==> config.mk <==
export PLATFORM = sky130hd
export DESIGN_NAME = dtps_ctrl
export DESIGN_NICKNAME = d
export VERILOG_FILES = /design/src/design/dtps_pkg.sv /design/src/design/dtps_ctrl.sv
export SDC_FILE = /design/constraint.sdc
export NUM_CORES = 1
export LEC_CHECK = 0
export BUFFER_PORTS_ARGS = -buffer_cell sky130_fd_sc_hd__buf_2
export CAP_MARGIN = 20
export CORE_AREA = 2 2 39 41
export DETAILED_ROUTE_END_ITERATION = 6
export DIE_AREA = 0 0 41 43
export PLACE_DENSITY = 0.39
export SYNTH_ARGS = -nofsm -noshare
export SYNTH_HDL_FRONTEND = slang
export SYNTH_SLANG_ARGS = --single-unit
==> constraint.sdc <==
create_clock -name clock -period 1.5 [get_ports clock]
set_input_delay 0.075 -clock clock [delete_from_list [all_inputs] [get_ports clock]]
set_output_delay 0.075 -clock clock [all_outputs]
set_load 0.02 [all_outputs]
==> src/design/dtps_pkg.sv <==
`default_nettype none

package dtps_pkg;

   localparam int MAX_WIDTH_DEF  = 256;
   localparam int MAX_HEIGHT_DEF = 256;

   localparam int CFG_W       = 9;
   localparam int REQ_TDATA_W = 128;
   localparam int RSP_TDATA_W = 120;

   // Operation codes carried in req_tuser
   localparam logic [1:0] OP_WRITE = 2'd0;
   localparam logic [1:0] OP_READ  = 2'd1;
   localparam logic [1:0] OP_CLEAR = 2'd2;

   // Configuration register indexes
   localparam logic CSR_WIDTH  = 1'b0;
   localparam logic CSR_HEIGHT = 1'b1;

   localparam logic [CFG_W-1:0] CFG_RESET   = 9'd256;
   localparam logic [30:0]      DEPTH_FAR   = 31'h7FFF_FFFF;
   localparam logic [14:0]      CLEAR_GREEN = 15'd3000;
   localparam logic [14:0]      CLEAR_BLUE  = 15'd1000;
   localparam logic [11:0]      COLOR_CLAMP = 12'd4095;
   localparam int               BYTE_SHIFT  = 4;

   typedef struct packed {
      logic [14:0] alpha;
      logic [30:0] depth;
      logic [14:0] red;
      logic [14:0] green;
      logic [14:0] blue;
   } pixel_type;

   typedef struct packed {
      logic [1:0]  op;
      logic [15:0] x;
      logic [15:0] y;
      logic [14:0] red;
      logic [14:0] green;
      logic [14:0] blue;
      logic [14:0] alpha;
      logic [30:0] depth;
   } item_type;

   typedef struct packed {
      logic        status;
      logic        written;
      pixel_type   pixel;
      logic [7:0]  red_byte;
      logic [7:0]  green_byte;
      logic [7:0]  blue_byte;
   } result_type;

   typedef struct packed {
      logic capture;
      logic clear_step;
      logic eval;
      logic load_out;
   } cmd_type;

   typedef struct packed {
      logic req_clear;
      logic clear_last;
   } stat_type;

   function automatic logic [7:0] to_byte(logic [14:0] c);
      logic [11:0] v;
      logic [11:0] s;
      v = (c > {3'b000, COLOR_CLAMP}) ? COLOR_CLAMP : c[11:0];
      s = v >> BYTE_SHIFT;
      return s[7:0];
   endfunction

endpackage

`default_nettype wire

==> src/design/dtps_ctrl.sv <==
`default_nettype none

module dtps_ctrl (
   input  wire logic              clock,
   input  wire logic              reset,
   input  wire logic              req_tvalid,
   output logic                   req_tready,
   output logic                   rsp_tvalid,
   input  wire logic              rsp_tready,
   input  wire dtps_pkg::stat_type stat,
   output dtps_pkg::cmd_type      cmd
);

   localparam logic [2:0] S_IDLE  = 3'd0;
   localparam logic [2:0] S_READ  = 3'd1;
   localparam logic [2:0] S_CLEAR = 3'd2;
   localparam logic [2:0] S_EVAL  = 3'd3;
   localparam logic [2:0] S_DONE  = 3'd4;

   logic [2:0] state_ff, state_in;
   logic       rsp_valid_ff, rsp_valid_in;

   always_comb begin
      state_in   = state_ff;
      cmd        = '0;
      req_tready = 1'b0;
      case (state_ff)
         S_IDLE: begin
            req_tready = 1'b1;
            if (req_tvalid) begin
               cmd.capture = 1'b1;
               state_in    = stat.req_clear ? S_CLEAR : S_READ;
            end
         end
         S_READ: begin
            state_in = S_EVAL;
         end
         S_CLEAR: begin
            cmd.clear_step = 1'b1;
            if (stat.clear_last) begin
               state_in = S_EVAL;
            end
         end
         S_EVAL: begin
            cmd.eval = 1'b1;
            state_in = S_DONE;
         end
         S_DONE: begin
            // hold the result until the output register frees up
            if (!rsp_valid_ff || rsp_tready) begin
               cmd.load_out = 1'b1;
               state_in     = S_IDLE;
            end
         end
         default: begin
            state_in = S_IDLE;
         end
      endcase
   end

   always_comb begin
      if (cmd.load_out) begin
         rsp_valid_in = 1'b1;
      end else if (rsp_tready) begin
         rsp_valid_in = 1'b0;
      end else begin
         rsp_valid_in = rsp_valid_ff;
      end
   end

   always_ff @(posedge clock) begin
      if (reset) begin
         state_ff     <= S_IDLE;
         rsp_valid_ff <= 1'b0;
      end else begin
         state_ff     <= state_in;
         rsp_valid_ff <= rsp_valid_in;
      end
   end

   assign rsp_tvalid = rsp_valid_ff;

   a_load_free: assert property (@(posedge clock) disable iff (reset)
      cmd.load_out |-> (!rsp_valid_ff || rsp_tready))
      else $error("result loaded over an untaken beat");

   a_ready_idle: assert property (@(posedge clock) disable iff (reset)
      (state_ff != S_IDLE) |-> !req_tready)
      else $error("ready raised outside idle");

   a_accept_next: assert property (@(posedge clock) disable iff (reset)
      (req_tvalid && req_tready) |=> (state_ff == S_READ || state_ff == S_CLEAR))
      else $error("accepted beat not followed by read or clear");

   a_clear_end: assert property (@(posedge clock) disable iff (reset)
      (state_ff == S_CLEAR && stat.clear_last) |=> (state_ff == S_EVAL))
      else $error("clear sweep did not end in evaluate");

endmodule

`default_nettype wire

==> impl_metrics.toml, run 1 <==
[worst_setup_path]
end_kind = "primary output"
worstReg2RegStart = "state_ff[0]"
r2r_end = "state_ff[2]"
critPathLaunchType = "flip-flop"
critPathKind = "reg2out"
crit_arrival_ps = 1310
cp.required_ps = 1420
crit_end = "cmd[0]"
cp_max_fo = 9
ff2ff_setup_slack_ps = 380
crit_start = "state_ff[1]"
worstRegToRegCells = 2

[power]
p_per_area_nw_per_um2 = 1120
leakage_nw = 0.137
vdd_ir_drop_max_mv = 0.507

[route]
dr_wl_met3_um = 56
routedWlPerCell_um = 8.86
drt_first_pass_iters = 1
route.final.wire_length_um = 452
via_per_inst = 4.10
first_iter_violations = 0
route.top_layer_used = "met3"
via_count = 209
route.met2.wl_um = 196
wl_met1_um = 200
ant_nets = 0
drc = 0

[synthesis]
ys_ff_latch = 4
synth_area_per_cell_um2 = 9.66
yosys_warnings = 0
syn_nets = 31
yosysTopAreaCellShare_pct = 33.2
synth_largest_area_cell = "dfxtp_1"
synth_top_flop_cell = "dfxtp_1"
yosysMostFrequentCell = "dfxtp_1"
syn-cell-area_um2 = 241
synthTopCellsByArea = "dfxtp_1, buf_4, nand2b_1"
yosysUniqueCellTypes = 17
syn-instance-count = 25
synth_edf_count = 0
yosys-top-cells-count = "dfxtp_1, buf_4, nand2b_1, a211oi_1"
ys_seq_area_share_pct = 33.2
synthArstFlopShare_pct = 0

[floorplan]
num_rows = 14
pin_count = 12
die_h_um = 43
start_util_pct = 17.5
die_x_um = 41
core_area_um2 = 1380
die_area_um2 = 1760

[global_route]
overflow = 0
grt_pass1_vias = 196
antenna_found_initial = 0
grt_first_pass_wirelength_um = 738
grt_max_degree = 10
grt_use_total_pct = 6.74

[place]
place_congestion = 0.685
io_buffers = 11
dp_hpwl_um = 359

[timing]
hold_viol = 0
setup_viol = 0
worstMarginPinSlew_ps = 240
fmax_mhz = 721
fin_crit_ps = 1390
relSlewSlack_pct = 84.0
slew_violations = 0
rsz0062_at_grt = "no"
hold_ws_ps = 60.3
post-route-period-util_pct = 92.4
setup_tns_ps = 0
fin_worst_skew_ps = 1.18

[clocking]
clock_latency_ps = 230
cts_resized = 0
cts_sinks = 4
cts_made_buffers = 3
ctsHoldBuffers = 0
cts_setup_buffers = 0
cts_buffer_depth = 2
htree_levels = 1
tritoncts = "built"
clk_pin_slew_ps = 40
clockRootBuffer = "clkbuf_4"

[final_layout]
nFillCells = 162
area_growth_pct = 26.4
drive_above_1_share_pct = 51.4
diodes = 0
nNetsFinal = 43

[worst_hold_path]
hp-class = "in2reg"

[job]
maxCapViolations = 0

[run_status]
status = "finished clean"
## through the flow
stage               worst slack [ps]  area (um^2)  std cells  utilization [%]  power (mW)
CTS                             85.1          305         51             22.1       0.352
global placement                 364          283         48             20.4       0.216
floorplan                        147          241         25                -       0.203
finish                           114          305         51             22.1       0.342
global route                    9.88          305         51             22.1       0.370
detailed placement               360          283         48             20.4       0.217
## registers in the layout (all words and copies together) (netlist names)
register,count
state_ff,3
rsp_tvalid,1
## per-layer routing
layer | track usage (%) | vias to the layer above
met2 | 8.44 | 11
met3 | 6.28 | 0
met4 | 4.00 | 0
met5 | 0 | -
met1 | 7.12 | 89
li1 | - | 109
## worst min-delay path by stage
stage,from,to,slack [ps],depth (start not counted)
final,reset,rsp_tvalid,60,2
after global routing,reset,rsp_tvalid,60,2
after CTS,reset,rsp_tvalid,50,2
after detailed placement,reset,rsp_tvalid,300,2
after global placement,reset,rsp_tvalid,280,2
after floorplan,reset,rsp_tvalid,140,1
## power by group
| part | total, mW | leakage [nW] | internal (mW) | switching (mW) |
|---|---|---|---|---|
| Sequential | 0.133 | 0.0328 | 0.117 | 0.0162 |
| Clock | 0.128 | 0.0138 | 0.0892 | 0.0392 |
| Combinational | 0.0810 | 0.0908 | 0.0378 | 0.0432 |
| Total | 0.342 | 0.137 | 0.244 | 0.0986 |
## worst max-delay path, cell delays in order, from the launching register on
cell	delay [ps]
dfxtp_1	360
or3b_4	430
nor2b_1	120
buf_2	170
## cells by family (layout without fill, tap and decap cells)
family,Yosys count,count (layout),share of synthesized area [%]
AO/OA/AOI/OAI,5,5,17.1
AND/OR/NAND/NOR,12,12,35.8
flip-flops,4,4,33.2
buffers and inverters,4,14,14.0
## layout by cell type (no fill, tap or decap), drive strengths merged
cell type / instances
a211oi: 2
a21oi: 1
a221oi: 1
and2: 1
and3b: 1
buf: 11
clkbuf: 3
dfxtp: 4
nand2b: 3
nor2: 1
nor2b: 1
nor3: 1
nor3b: 1
o31ai: 1
or2: 1
or3b: 1
or4bb: 1
## area by class of cell
type	count	area, um^2	share of cell area [%]
Clock buffer	3	22.5	7.38
Sequential cell	4	80.1	26.2
Tap cell	16	20.0	6.56
Timing Repair Buffer	11	55.1	18.0
Multi-Input combinational cell	17	128	41.8
(Power assumes the default switching activity.)
==> run 2, diff against run 1 <==
--- a/config.mk
+++ b/config.mk
@@ -7,2 +7,3 @@
 export LEC_CHECK = 0
+export ABC_AREA = 0
 export BUFFER_PORTS_ARGS = -buffer_cell sky130_fd_sc_hd__buf_2
==> constraint.sdc (replaced) <==
create_clock -name clock -period 1.5 [get_ports clock]
set_input_delay 0.15 -clock clock [delete_from_list [all_inputs] [get_ports clock]]
set_output_delay 0.15 -clock clock [all_outputs]
set_load 0.02 [all_outputs]
==> impl_metrics.toml, run 2 (synthesized netlist as in run 1, its figures left out) <==
[route]
route.final.wire_length_um = 469
via_per_inst = 4.25
routedWlPerCell_um = 9.20
ant_nets = 0
drt_first_pass_iters = 1
first_iter_violations = 0
via_count = 217
drc = 0

[timing]
fmax_mhz = 710
fin_crit_ps = 1410
hold_viol = 0
slew_violations = 0
setup_ws_ps = 90.7
post-route-period-util_pct = 94.0
hold_ws_ps = 134
relSlewSlack_pct = 84.5
setup_tns_ps = 0
fin_worst_skew_ps = 0.811
worstMarginPinSlew_ps = 233
setup_viol = 0
rsz0062_at_grt = "no"

[job]
maxCapViolations = 0

[power]
totalPowerFinal_uw = 347
internal_power_uw = 246
vdd_ir_drop_max_mv = 0.539
seqPwrFrac_pct = 39.0
leakage_nw = 0.140
pwr-share-clk_pct = 37.3
switching_share_pct = 29.0
p_per_area_nw_per_um2 = 1100
netSwitchingPower_uw = 100
combPwrFrac_pct = 23.7

[clocking]
tritoncts = "built"
clockRootBuffer = "clkbuf_4"
htree_levels = 1
cts_buffer_depth = 2
clock_latency_ps = 230
cts_made_buffers = 3
clk_pin_slew_ps = 40
cts_sinks = 4
ctsHoldBuffers = 0

[worst_setup_path]
critPathTopFamily = "simple AND/OR/NAND/NOR gates"
path_buf_inv = 1
cp.required_ps = 1350
critPathKind = "reg2out"
worstRegToRegCells = 2
end_kind = "primary output"
crit_arrival_ps = 1260
cp_slowest_cell = "or3b_4"
cp_max_fo = 9
crit_chain = "or3b_4 -> nor2b_2 -> buf_4"
crit_path_max_incr_delay_ps = 420
ff2ff_setup_slack_ps = 440
worstReg2RegStart = "state_ff[0]"
r2r_end = "state_ff[2]"
critPathLaunchType = "flip-flop"
critical_path_depth = 3

[floorplan]
start_util_pct = 17.5
num_rows = 14
core_area_um2 = 1380
die_h_um = 43
die_x_um = 41
die_area_um2 = 1760
pin_count = 12

[final_layout]
nFillCells = 161
diodes = 0
final_common_cell = "buf_2"
final_cell_mix = "buf_2, nand2b_1, clkbuf_4, dfxtp_2, a211oi_1"
drive_above_1_share_pct = 62.9
stdcell_area_um2 = 314
largest_reg_flops = 3
area_growth_pct = 30.1
regMostFlops = "state_ff"
nNetsFinal = 43

[place]
place_area_um2 = 283
io_buffers = 11
dp_hpwl_um = 359
dp_worst_setup_slack_ps = 285
place_congestion = 0.685

[global_route]
use_met3_pct = 6.28
busiest_layer = "met2"
antenna_found_initial = 0
grt_first_pass_wirelength_um = 738
grt_max_degree = 10
grt_pass1_vias = 196
overflow = 0
grt_use_total_pct = 6.74
use_met2_pct = 8.44
gr-usage-met1_pct = 7.12

[worst_hold_path]
hold_end = "rsp_tvalid"
hp-start = "reset"
hp-class = "in2reg"
hold_depth = 2

[run_status]
status = "finished clean"
run 2: cell counts in the layout (fill, tap and decap cells not counted):
No cell type changed its count.
run 2: repair_timing:
item,CTS,global route
setup endpoints to repair,0,1
resized for setup,0,5
setup buffers,0,0
run 2: area by class of cell:
class / count / area, um^2 / area share (%)
clock buffers: 3 / 22.5 / 7.17
flip-flops and latches: 4 / 83.8 / 26.7
repair buffers: 11 / 57.6 / 18.3
well taps: 16 / 20.0 / 6.37
multi-input cells: 17 / 130 / 41.4
run 2: worst max-delay path by stage:
stage / start / endpoint / slack, ps
after detailed placement: state_ff[1] / cmd[0] / 290
after floorplan: state_ff[1] / cmd[3] / 70
after global placement: state_ff[1] / cmd[0] / 290
final: state_ff[1] / cmd[0] / 90
after global routing: state_ff[1] / cmd[0] / 30
after CTS: state_ff[1] / cmd[0] / 10
run 2: layer usage:
| layer | part of all wire [%] | vias to the layer above |
|---|---|---|
| met3 | 14 | 0 |
| met1 | 40 | 94 |
| met4 | 0 | 0 |
| met2 | 46 | 13 |
| met5 | 0 | - |
| li1 | - | 110 |
run 2: worst register-to-register path: stages (launching register included):
cell and delay [ps]:
dfxtp_2 380, or4bb_1 510, o31ai_2 70
run 2: power groups by stage:
| stage | sequential (mW) | clock (mW) | combinational, mW |
|---|---|---|---|
| 6_report | 0.135 | 0.129 | 0.0823 |
| 5_1_grt | 0.138 | 0.146 | 0.0902 |
| 4_1_cts | 0.133 | 0.136 | 0.0828 |
| 3_5_place_dp | 0.135 | 0 | 0.0824 |
| 3_3_place_gp | 0.135 | 0 | 0.0815 |
| 2_1_floorplan | 0.122 | 0 | 0.0813 |
run 2: per-stage QoR:
stage	std cells	utilization [%]
finish	51	22.7
global route	51	22.7
CTS	51	22.1
detailed placement	48	20.4
global placement	48	20.4
floorplan	25	-
